File: config.mk
export PLATFORM = sky130hd
export DESIGN_NAME = multi_button_debouncer_top
export DESIGN_NICKNAME = d
export VERILOG_FILES = /design/src/design/dbnc_pkg.sv /design/src/design/multi_button_debouncer_top.sv /design/src/design/dbnc_lane.sv /design/src/design/dbnc_out_stage.sv
export SDC_FILE = /design/constraint.sdc
export NUM_CORES = 1
export LEC_CHECK = 0
export ABC_AREA = 1
export ABC_CLOCK_PERIOD_IN_PS = 7160
export BUFFER_PORTS_ARGS = -buffer_cell sky130_fd_sc_hd__buf_2
export CAP_MARGIN = 20
export CORE_UTILIZATION = 56
export CTS_CLUSTER_DIAMETER = 60
export DETAILED_ROUTE_END_ITERATION = 16
export GPL_TIMING_DRIVEN = 0
export PLACE_DENSITY = 0.8
export SLEW_MARGIN = 25
export SYNTH_ARGS = -nofsm -noshare
export SYNTH_HDL_FRONTEND = slang
export SYNTH_SLANG_ARGS = --single-unit
File: constraint.sdc
create_clock -name clk -period 7.16 [get_ports clk]
set_clock_uncertainty 0.1 [all_clocks]
set_input_delay 1.074 -clock clk [delete_from_list [all_inputs] [get_ports clk]]
set_output_delay 1.074 -clock clk [all_outputs]
set_load 0.01 [all_outputs]
File: src/design/dbnc_pkg.sv
package dbnc_pkg;

  localparam int CNT_W = 8;
  localparam logic [CNT_W-1:0] CNT_MAX = '1;
  localparam logic [CNT_W-1:0] THRESH_RESET = 8'd4;
  localparam int CMD_W = 2;

  typedef enum logic [CMD_W-1:0] {
    CMD_POLL  = 2'd0,
    CMD_READ  = 2'd1,
    CMD_CLEAR = 2'd2
  } cmd_t;

  // per-button counter control, already qualified by the input transaction
  typedef struct packed {
    logic advance;  // poll with raw pattern equal to candidate
    logic clear;    // candidate replaced or clear command
  } lane_ctrl_t;

endpackage

File: src/design/multi_button_debouncer_top.sv
// Channel | Direction | Handshake         | Payload
// in      | input     | in_valid/in_stall | in_cmd, in_raw_buttons
// out     | output    | out_valid/out_stall | out_any_event, out_press_events,
//         |           |                   | out_irq_pending, out_debounced_state
// cfg     | input     | cfg_valid/cfg_ready | cfg_debounce_threshold
//
// One transaction per clock while in_stall is low: state updates at the accepting edge and the
// result appears in the output register on the next cycle.
// The rate is set by the one-deep output register: in_stall rises only while
// a held result is stalled by out_stall.
// rst_n is synchronous, active low; threshold resets to 4, all other state but the output data register to zero.
// cfg_ready is always high.
module multi_button_debouncer_top
  import dbnc_pkg::*;
#(
  parameter int NUM_BUTTONS = 4
) (
  input  logic                   clk,
  input  logic                   rst_n,
  input  logic                   in_valid,
  output logic                   in_stall,
  input  logic [CMD_W-1:0]       in_cmd,
  input  logic [NUM_BUTTONS-1:0] in_raw_buttons,
  output logic                   out_valid,
  input  logic                   out_stall,
  output logic                   out_any_event,
  output logic [NUM_BUTTONS-1:0] out_press_events,
  output logic                   out_irq_pending,
  output logic [NUM_BUTTONS-1:0] out_debounced_state,
  input  logic                   cfg_valid,
  output logic                   cfg_ready,
  input  logic [CNT_W-1:0]       cfg_debounce_threshold
);

  localparam int RES_W = 2 * NUM_BUTTONS + 2;

  logic [CNT_W-1:0]       thresh_r;
  logic [NUM_BUTTONS-1:0] live_r, live_nxt;
  logic [NUM_BUTTONS-1:0] press_r, press_nxt;
  logic                   flag_r, flag_nxt;
  logic [NUM_BUTTONS-1:0] cand_r, cand_nxt;

  logic                   accept;
  logic                   busy;
  lane_ctrl_t             lane_ctrl;
  logic [NUM_BUTTONS-1:0] flips;
  logic                   event_c;
  logic [NUM_BUTTONS-1:0] presses_c;
  logic [RES_W-1:0]       res_c;
  logic [RES_W-1:0]       res_q;

  assign cfg_ready = 1'b1;
  assign in_stall  = busy;
  assign accept    = in_valid && !busy;

  always_ff @(posedge clk) begin
    if (!rst_n) begin
      thresh_r <= THRESH_RESET;
    end else if (cfg_valid && cfg_ready) begin
      thresh_r <= cfg_debounce_threshold;
    end
  end

  always_comb begin
    live_nxt          = live_r;
    press_nxt         = press_r;
    flag_nxt          = flag_r;
    cand_nxt          = cand_r;
    lane_ctrl.advance = 1'b0;
    lane_ctrl.clear   = 1'b0;
    event_c           = 1'b0;
    presses_c         = '0;
    if (accept) begin
      case (cmd_t'(in_cmd))
        CMD_POLL: begin
          if (in_raw_buttons != cand_r) begin
            cand_nxt        = in_raw_buttons;
            lane_ctrl.clear = 1'b1;
          end else begin
            lane_ctrl.advance = 1'b1;
            live_nxt  = live_r ^ flips;
            press_nxt = press_r | (flips & in_raw_buttons);
            flag_nxt  = flag_r | (|flips);
            event_c   = |flips;
          end
        end
        CMD_READ: begin
          presses_c = press_r;
          press_nxt = '0;
          flag_nxt  = 1'b0;
        end
        CMD_CLEAR: begin
          live_nxt        = '0;
          press_nxt       = '0;
          flag_nxt        = 1'b0;
          cand_nxt        = '0;
          lane_ctrl.clear = 1'b1;
        end
        default: begin
        end
      endcase
    end
  end

  always_ff @(posedge clk) begin
    if (!rst_n) begin
      live_r  <= '0;
      press_r <= '0;
      flag_r  <= 1'b0;
      cand_r  <= '0;
    end else begin
      live_r  <= live_nxt;
      press_r <= press_nxt;
      flag_r  <= flag_nxt;
      cand_r  <= cand_nxt;
    end
  end

  for (genvar b = 0; b < NUM_BUTTONS; b++) begin : g_lane
    dbnc_lane u_lane (
      .clk       (clk),
      .rst_n     (rst_n),
      .ctrl      (lane_ctrl),
      .raw_bit   (in_raw_buttons[b]),
      .live_bit  (live_r[b]),
      .threshold (thresh_r),
      .flip      (flips[b])
    );
  end

  assign res_c = {event_c, presses_c, flag_nxt, live_nxt};

  dbnc_out_stage #(
    .W (RES_W)
  ) u_out (
    .clk       (clk),
    .rst_n     (rst_n),
    .load      (accept),
    .load_data (res_c),
    .busy      (busy),
    .out_valid (out_valid),
    .out_stall (out_stall),
    .out_data  (res_q)
  );

  assign out_any_event       = res_q[RES_W-1];
  assign out_press_events    = res_q[RES_W-2 -: NUM_BUTTONS];
  assign out_irq_pending     = res_q[NUM_BUTTONS];
  assign out_debounced_state = res_q[NUM_BUTTONS-1:0];

  a_stall_only_when_full: assert property (@(posedge clk) disable iff (!rst_n)
    in_stall |-> out_valid)
    else $error("input stalled with empty output register");

  a_read_clears: assert property (@(posedge clk) disable iff (!rst_n)
    (accept && in_cmd == CMD_READ) |=> (!flag_r && press_r == '0))
    else $error("read transaction did not clear events");

  a_clear_all: assert property (@(posedge clk) disable iff (!rst_n)
    (accept && in_cmd == CMD_CLEAR) |=> (live_r == '0 && cand_r == '0))
    else $error("clear transaction left state");

  a_event_sets_irq: assert property (@(posedge clk) disable iff (!rst_n)
    (out_valid && out_any_event) |-> out_irq_pending)
    else $error("event reported without pending interrupt");

endmodule

File: src/design/dbnc_lane.sv
module dbnc_lane
  import dbnc_pkg::*;
(
  input  logic             clk,
  input  logic             rst_n,
  input  lane_ctrl_t       ctrl,
  input  logic             raw_bit,
  input  logic             live_bit,
  input  logic [CNT_W-1:0] threshold,
  output logic             flip
);

  logic [CNT_W-1:0] cnt_r;
  logic [CNT_W-1:0] cnt_nxt;
  logic [CNT_W-1:0] cnt_inc;

  // saturating increment; a zero threshold flips on the first stable poll
  assign cnt_inc = (cnt_r == CNT_MAX) ? cnt_r : cnt_r + 1'b1;

  always_comb begin
    cnt_nxt = cnt_r;
    flip    = 1'b0;
    if (ctrl.clear) begin
      cnt_nxt = '0;
    end else if (ctrl.advance) begin
      if (raw_bit != live_bit) begin
        if (cnt_inc >= threshold) begin
          flip    = 1'b1;
          cnt_nxt = '0;
        end else begin
          cnt_nxt = cnt_inc;
        end
      end else begin
        cnt_nxt = '0;
      end
    end
  end

  always_ff @(posedge clk) begin
    if (!rst_n) begin
      cnt_r <= '0;
    end else begin
      cnt_r <= cnt_nxt;
    end
  end

endmodule

File: src/design/dbnc_out_stage.sv
module dbnc_out_stage #(
  parameter int W = 10
) (
  input  logic         clk,
  input  logic         rst_n,
  input  logic         load,
  input  logic [W-1:0] load_data,
  output logic         busy,
  output logic         out_valid,
  input  logic         out_stall,
  output logic [W-1:0] out_data
);

  logic         valid_r;
  logic         valid_nxt;
  logic [W-1:0] data_r;

  // holding a result that the sink refuses this cycle
  assign busy = valid_r && out_stall;

  always_comb begin
    valid_nxt = valid_r;
    if (load) begin
      valid_nxt = 1'b1;
    end else if (valid_r && !out_stall) begin
      valid_nxt = 1'b0;
    end
  end

  always_ff @(posedge clk) begin
    if (!rst_n) begin
      valid_r <= 1'b0;
    end else begin
      valid_r <= valid_nxt;
    end
  end

  always_ff @(posedge clk) begin
    if (load) begin
      data_r <= load_data;
    end
  end

  assign out_valid = valid_r;
  assign out_data  = data_r;

endmodule
## Word level (Yosys, flattened, before mapping)

Cells that the tools add are included.

| word-level totals | value |
|---|---|
| RAM bits | 0 |
| register bits | 64 |
| bits in latches | 0 |
| output and inout port bits | 13 |
| memories kept | 0 |
| memory bits (read-only) | 0 |

| operators by class | value |
|---|---|
| shift-type cells | 0 |
| bitwise operators | 6 |
| equal/unequal tests | 13 |
| reductions and logical operators | 15 |
| add/sub/neg operators | 4 |
| mux-type cells | 45 |
| multipliers | 0 |
| $lt $le $gt $ge | 4 |
| div/mod/pow operators | 0 |

Operators by type and width:

| operator | count |
|---|---|
| 8-bit two-way mux | 12 |
| 8-bit by 1-bit adder with 8-bit output (second input constant) | 4 |
| 8-bit equality test (second input constant) | 4 |
| 8-bit greater-or-equal comparator | 4 |
| 4-bit one-hot mux with 2 select lines | 3 |
| 1-bit two-way mux | 23 |
| 4-bit two-way mux | 4 |
| 3-bit AND reduction | 2 |
| 2-bit nonzero test | 3 |
| 2-bit OR reduction | 3 |
| 4-bit bitwise AND | 1 |
| 1-bit inequality test | 4 |
| 2-bit inequality test (second input constant) | 2 |
| 4-bit inequality test | 1 |
| 4-bit OR | 1 |
| 1-bit one-hot mux with 2 select lines | 2 |
| 4-bit OR reduction | 1 |
| 4-bit bitwise XOR | 1 |
| 1-bit logical AND | 3 |
| 2-bit by 1-bit equality test with 1-bit output (second input constant) | 1 |
| 2-bit equality test (second input constant) | 1 |
| 1-bit logical NOT | 2 |
| 2-bit logical NOT | 1 |
| 2-bit two-way mux | 1 |
| other kinds (2) | 3 |

## Logic depth before layout (Yosys ltp)

| logic depth | value |
|---|---|
| depth in word-level cells | 12 |
| gate-level depth with buffers | 20 |
| mapped depth without buffers | 20 |

## Hierarchy

From an unflattened synthesis, not the netlist that was laid out.

| unflattened totals | value |
|---|---|
| cell total of the unflattened synthesis | 718 |
| area total of the unflattened synthesis | 4664.5 um2 |

By module, submodules not included:

| module | area an instance (um2) | instances | cells an instance |
|---|---|---|---|
| dbnc_lane | 782.0 | 4 | 128 |
| multi_button_debouncer_top | 1192.4 | 1 | 190 |
| dbnc_out_stage | 344.1 | 1 | 16 |

## Worst setup path before layout

OpenSTA, ideal clock, no wires.

| timing | value |
|---|---|
| kind | register to register |
| start point | reg g_lane[1].u_lane.cnt_r[0] |
| end point | reg u_out.data_r[1], in the netlist u_out.out_data[1], data pin |
| stages on the path, launching flop included | 18 |
| data required time | 6804 ps |
| buffers on the path | 0 |
| clock period less this slack | 2916 ps |
| arrival | 2560 ps |
| slack | 4244 ps |
| cells stage by stage | dfxtp_1 ha_1 nand2_1 nor3_1 nand3_1 mux2_2 ha_1 nand2_1 nand3_1 nand2_1 nand2_1 nand2_1 nand2_1 nand3_1 nor2_1 inv_1 o21ai_1 inv_1 |

| between the ends | value |
|---|---|
| longest elaborated chain between the ends | 11 |
| elaborated cells between the ends (all ways) | 12 |
| those cells by class | 1 x add/sub; 1 x order compare; 1 x eq/ne; 8 x mux; 1 x bitwise |

RTL lines:

| what | line | RTL |
|---|---|---|
| start: declaration | dbnc_lane.sv:13 | `logic [CNT_W-1:0] cnt_r;` |
| start signal: assignment | dbnc_lane.sv:43 | `cnt_r <= cnt_nxt;` |
| 8-bit by 1-bit adder with 8-bit output or 8-bit equality test (tied branches) | dbnc_lane.sv:18 | `assign cnt_inc = (cnt_r == CNT_MAX) ? cnt_r : cnt_r + 1'b1;` |
| 8-bit two-way mux * | dbnc_lane.sv:18 |  |
| 8-bit greater-or-equal comparator * | dbnc_lane.sv:27 | `if (cnt_inc >= threshold) begin` |
| 1-bit two-way mux * | dbnc_lane.sv:27 |  |
| 1-bit two-way mux * | dbnc_lane.sv:26 | `if (raw_bit != live_bit) begin` |
| 1-bit two-way mux * | dbnc_lane.sv:25 | `end else if (ctrl.advance) begin` |
| 1-bit two-way mux * | dbnc_lane.sv:23 | `if (ctrl.clear) begin` |
| 4-bit bitwise XOR * | multi_button_debouncer_top.sv:81 | `live_nxt = live_r ^ flips;` |
| 4-bit two-way mux * | multi_button_debouncer_top.sv:76 | `if (in_raw_buttons != cand_r) begin` |
| 4-bit one-hot mux with 2 select lines * | multi_button_debouncer_top.sv:74 | `case (cmd_t'(in_cmd))` |
| 4-bit two-way mux * | multi_button_debouncer_top.sv:73 | `if (accept) begin` |
| net live_nxt[1] | multi_button_debouncer_top.sv:38 | `logic [NUM_BUTTONS-1:0] live_r, live_nxt;` |
| end signal: assignment | dbnc_out_stage.sv:40 | `data_r <= load_data;` |
| end: declaration | dbnc_out_stage.sv:16 | `logic [W-1:0] data_r;` |

Mark *: on every way through the listed nets, which the timed path passes. The rest lies on a longest branch.
A chain may end at the register's enable or synchronous reset.

## Final worst setup path

Same ends and word-level chain as after synthesis.

==> out/summary.md <==
The flow ran to the end, and the final reports show no timing, DRC or antenna violations. Headroom to the max-slew limit came out at 60.6%. The simple-gate portion of the synthesized area is 25.0%. By startpoint and endpoint, the worst setup path is classified as flop to flop.

The transition time at the pin with the least slew margin is 0.590 ns, and the number of max-cap violations is 0. The path class of the tightest hold or removal check is flop to flop. The number of DRC violations after detailed-routing iteration 0 is 166, and the residual DRC count is 0.

The logs give 0 for the synthesis warning total and 0 for the count of hold-fix buffers inserted at cts. The type of element launching the critical path is a flop. The number of buffers inserted to repair setup after CTS was 0; the number of flops mapped to enable cells by yosys was 10. Summing the areas of all fa, ha and maj instances in the mapped netlist gives 12.6% of the synthesized area.

The worst hold path begins at press_r[2]. The overall die width was 86.2 um; the fmax was 299 MHz. Area of the core: 6830 um^2. The sum of routed wire length over all layers was 8.70 mm; the synthesized net count was 599. For the aggregate global routing overflow, the log shows 0. For the max-slew violation count, the log shows 0. The most used flip-flop cell after synthesis is sky130_fd_sc_hd__dfxtp_1. Dividing total power by cell area gives a power density of 186 nW/um^2. Of the cells placed in the final design, the portion with a size suffix greater than 1 is 13.0%. Level count of the clock H-tree: 3.

VDD sags by at most 135 uV. The routability congestion estimate from global placement was 0.871; the layout net count was 640. Across all layers, the routed design uses 3,556 vias.

In this run the count of I/O pins placed on the die edge is 32. The wire length of the first global-routing pass is 14.8 mm, and the utilization of the core after routing is 65.6%. Yosys mapped the design onto 33 distinct sky130hd cell types.

STA puts the critical path data required time at 7.17 ns. In the finished design, the share of the clock period the worst path needs comes to 46.8%. The tree is rooted in a sky130_fd_sc_hd__clkbuf_8. The portion of synthesized area spent on multiplexers is 1.13%.

In the final routed layout, each cell accounts on average for 12.8 um. Setup violations remaining at the end of the flow were counted as 0. TritonCTS built the clock tree.

The logs give 540 for the synthesized netlist cell count and 2 for the maximum number of buffers from clock root to sink. Synthesized area: 3970 um^2. The arrival time of the worst setup path came out at 3.36 ns.

Setup repair after global routing left no endpoint under its margin. Relative to the synthesized area, the layout overhead comes to 13.0%. The tools report the via count of the first global-routing pass as 3,352.

The number of gates resized after CTS was 0. The worst path in the final design needs a cycle of 3.35 ns, including I/O delays and setup. The run gives 4 as the number of optimization iterations in the first detailed-route pass.

The number of antenna violations at the first check in global routing is 0, and the height of the die is 86.2 um. The fraction of synthesis flops using an asynchronous set or reset pin was 0%. The row count was 30.

The later pin in the worst-skew pair is clocked with a latency of 0.35 ns. The worst setup path is captured at a flop. The repair_antennas step left the layout with diodes totalling 0. Summed over all instances, the cell type with the most area after synthesis is sky130_fd_sc_hd__dfxtp_1. In this run the worst path has a maximum fanout of 8. Clock tree synthesis inserted a total of 9 buffers.

The overall die area is 7430 um^2, and the clock sink total is 64. Sequential elements use 34.8% of the synthesized area. Entering global routing, the biggest net connects 13 pins. Detailed placement finished with a half-perimeter wire length of 6.49 mm. Summed over all failing endpoints, the final setup total negative slack is 0 ns. The clock input transition at the sequential cells of the worst setup and hold paths is 0.07 ns, and the share of the synthesized area in the top cell type is 27.2%. Final hold violation count: 0.

The initial standard-cell utilization of the core is 58.1%, and the worst-case setup slack after placement is 3.85 ns. In the post-synthesis netlist, the biggest area contributors are sky130_fd_sc_hd__dfxtp_1 (27%), sky130_fd_sc_hd__nand2_1 (15%), sky130_fd_sc_hd__ha_1 (13%), sky130_fd_sc_hd__edfxtp_1 (7.6%), sky130_fd_sc_hd__a21oi_1 (6.2%). In this run, synthesis produced a sequential element count of 64. In this run the critical register-to-register path is launched from g_lane[1].u_lane.cnt_r[0]. In the routed layout, each cell is associated on average with a via count of 5.21. The critical path starts at g_lane[1].u_lane.cnt_r[0]. Summed over all cells, the static leakage comes to 2.14 nW. Once detail routing completed, the nets flagged for antenna violations numbered 0. After synthesis, the largest family of logic cells by area is simple AND/OR/NAND/NOR gates. A synthesized cell averages 7.35 um^2.

Across all setup checks in the final design, the least slack found is 3.81 ns. The compound-gate portion of the synthesized area came out at 12.4%. Summing the areas of all xor and xnor instances in the mapped netlist gives 5.74% of the synthesized area.

Input and output buffers added on the ports amount to 30. For this run, the total global-route usage over all layers was measured as 25.6%.
-- area by class of cell --
class / count / area [um^2]
clock buffer: 9 / 124
multi-input combinational: 397 / 2260
clock inverter: 7 / 120
tap: 96 / 120
fill: 614 / 2350
sequential: 64 / 1380
inverter: 69 / 262
timing repair buffer: 30 / 150
buffer: 10 / 65.1
-- kinds of logic (layout without fill, tap and decap cells) --
group	Yosys count	after routing
multiplexers	4	4
flip-flops	64	64
adder cells (fa/ha/maj)	40	40
buffers and inverters	79	125
AND/OR/NAND/NOR	236	236
XOR/XNOR	26	26
other	1	1
AO/OA/AOI/OAI	90	90
-- cell usage after synthesis (4+ instances only) --
library cell,instances
sky130_fd_sc_hd__nand2_1,156
sky130_fd_sc_hd__inv_1,64
sky130_fd_sc_hd__dfxtp_1,54
sky130_fd_sc_hd__a21oi_1,49
sky130_fd_sc_hd__ha_1,40
sky130_fd_sc_hd__nor2_1,38
sky130_fd_sc_hd__nand3_1,23
sky130_fd_sc_hd__o21ai_0,22
sky130_fd_sc_hd__xor2_1,16
sky130_fd_sc_hd__edfxtp_1,10
sky130_fd_sc_hd__xnor2_1,10
sky130_fd_sc_hd__nor2_2,6
sky130_fd_sc_hd__clkbuf_1,5
sky130_fd_sc_hd__o21a_1,5
sky130_fd_sc_hd__a21oi_2,4
sky130_fd_sc_hd__a31oi_1,4
sky130_fd_sc_hd__inv_2,4
sky130_fd_sc_hd__mux2_2,4
-- sequential cells by signal, summed over array words and instances (netlist names) --
register,cells
g_lane.u_lane.cnt_r,32
u_out.out_data,10
thresh_r,8
cand_r,4
live_r,4
press_r,4
flag_r,1
u_out.out_valid,1
-- placed cells by master (no fill, tap or decap), drive strengths merged --
master | synthesis | final
o21ai | 24 | 24
xor2 | 16 | 16
clkbuf | 5 | 14
ha | 40 | 40
inv | 69 | 69
buf | 5 | 35
o21a | 5 | 5
conb | 1 | 1
nand3 | 24 | 24
edfxtp | 10 | 10
clkinv | 0 | 3
clkinvlp | 0 | 1
nand4 | 3 | 3
mux2 | 4 | 4
nor3 | 3 | 3
a31oi | 4 | 4
o21bai | 1 | 1
dfxtp | 54 | 54
nor2 | 45 | 45
nor3b | 2 | 2
or2 | 1 | 1
a22oi | 3 | 3
bufinv | 0 | 3
xnor2 | 10 | 10
nand2 | 158 | 158
a21oi | 53 | 53
-- report_power, final --
part	internal, mW	switching [mW]
Clock	0.232	0.152
Sequential	0.372	0.00346
Combinational	0.0258	0.0496
Total	0.630	0.205
-- per-stage QoR --
step	area [um^2]	instances	hold slack [ns]	total power, mW
floorplan	3970	540	0.330	0.433
global placement	4240	666	0.344	0.456
detailed placement	4240	666	0.366	0.459
CTS	4480	682	0.376	0.839
global route	4480	682	0.389	0.863
finish	4480	682	0.369	0.835
-- final timing paths --
kind	end	slack, ns	depth (start not counted)
setup / recovery	u_out.out_data[1]	3.81	17
hold / removal	press_r[2]	0.37	2
setup reg to reg	u_out.out_data[1]	3.81	17
hold reg to reg	press_r[2]	0.37	2
-- metal layers --
| layer | track usage [%] | wire length [um] | up-vias |
|---|---|---|---|
| met2 | 45.1 | 4250 | 78 |
| met4 | 11.8 | 202 | 0 |
| li1 | - | - | 1822 |
| met5 | 0 | 0 | - |
| met3 | 4.10 | 358 | 17 |
| met1 | 30.5 | 3890 | 1639 |
-- critical path, cell delays in order (launching register included) --
cell and delay [ns]:
sky130_fd_sc_hd__dfxtp_1 0.40, sky130_fd_sc_hd__ha_1 0.22, sky130_fd_sc_hd__nand2_1 0.09, sky130_fd_sc_hd__nor3_1 0.28
sky130_fd_sc_hd__nand3_1 0.31, sky130_fd_sc_hd__mux2_2 0.38, sky130_fd_sc_hd__ha_1 0.29, sky130_fd_sc_hd__nand2_1 0.05
sky130_fd_sc_hd__nand3_1 0.07, sky130_fd_sc_hd__nand2_1 0.05, sky130_fd_sc_hd__nand2_1 0.05, sky130_fd_sc_hd__nand2_1 0.04
sky130_fd_sc_hd__nand2_1 0.14, sky130_fd_sc_hd__nand3_1 0.09, sky130_fd_sc_hd__nor2_1 0.18, sky130_fd_sc_hd__inv_1 0.08
sky130_fd_sc_hd__o21ai_1 0.19, sky130_fd_sc_hd__inv_1 0.06
Power figures use the tool's default switching activity.
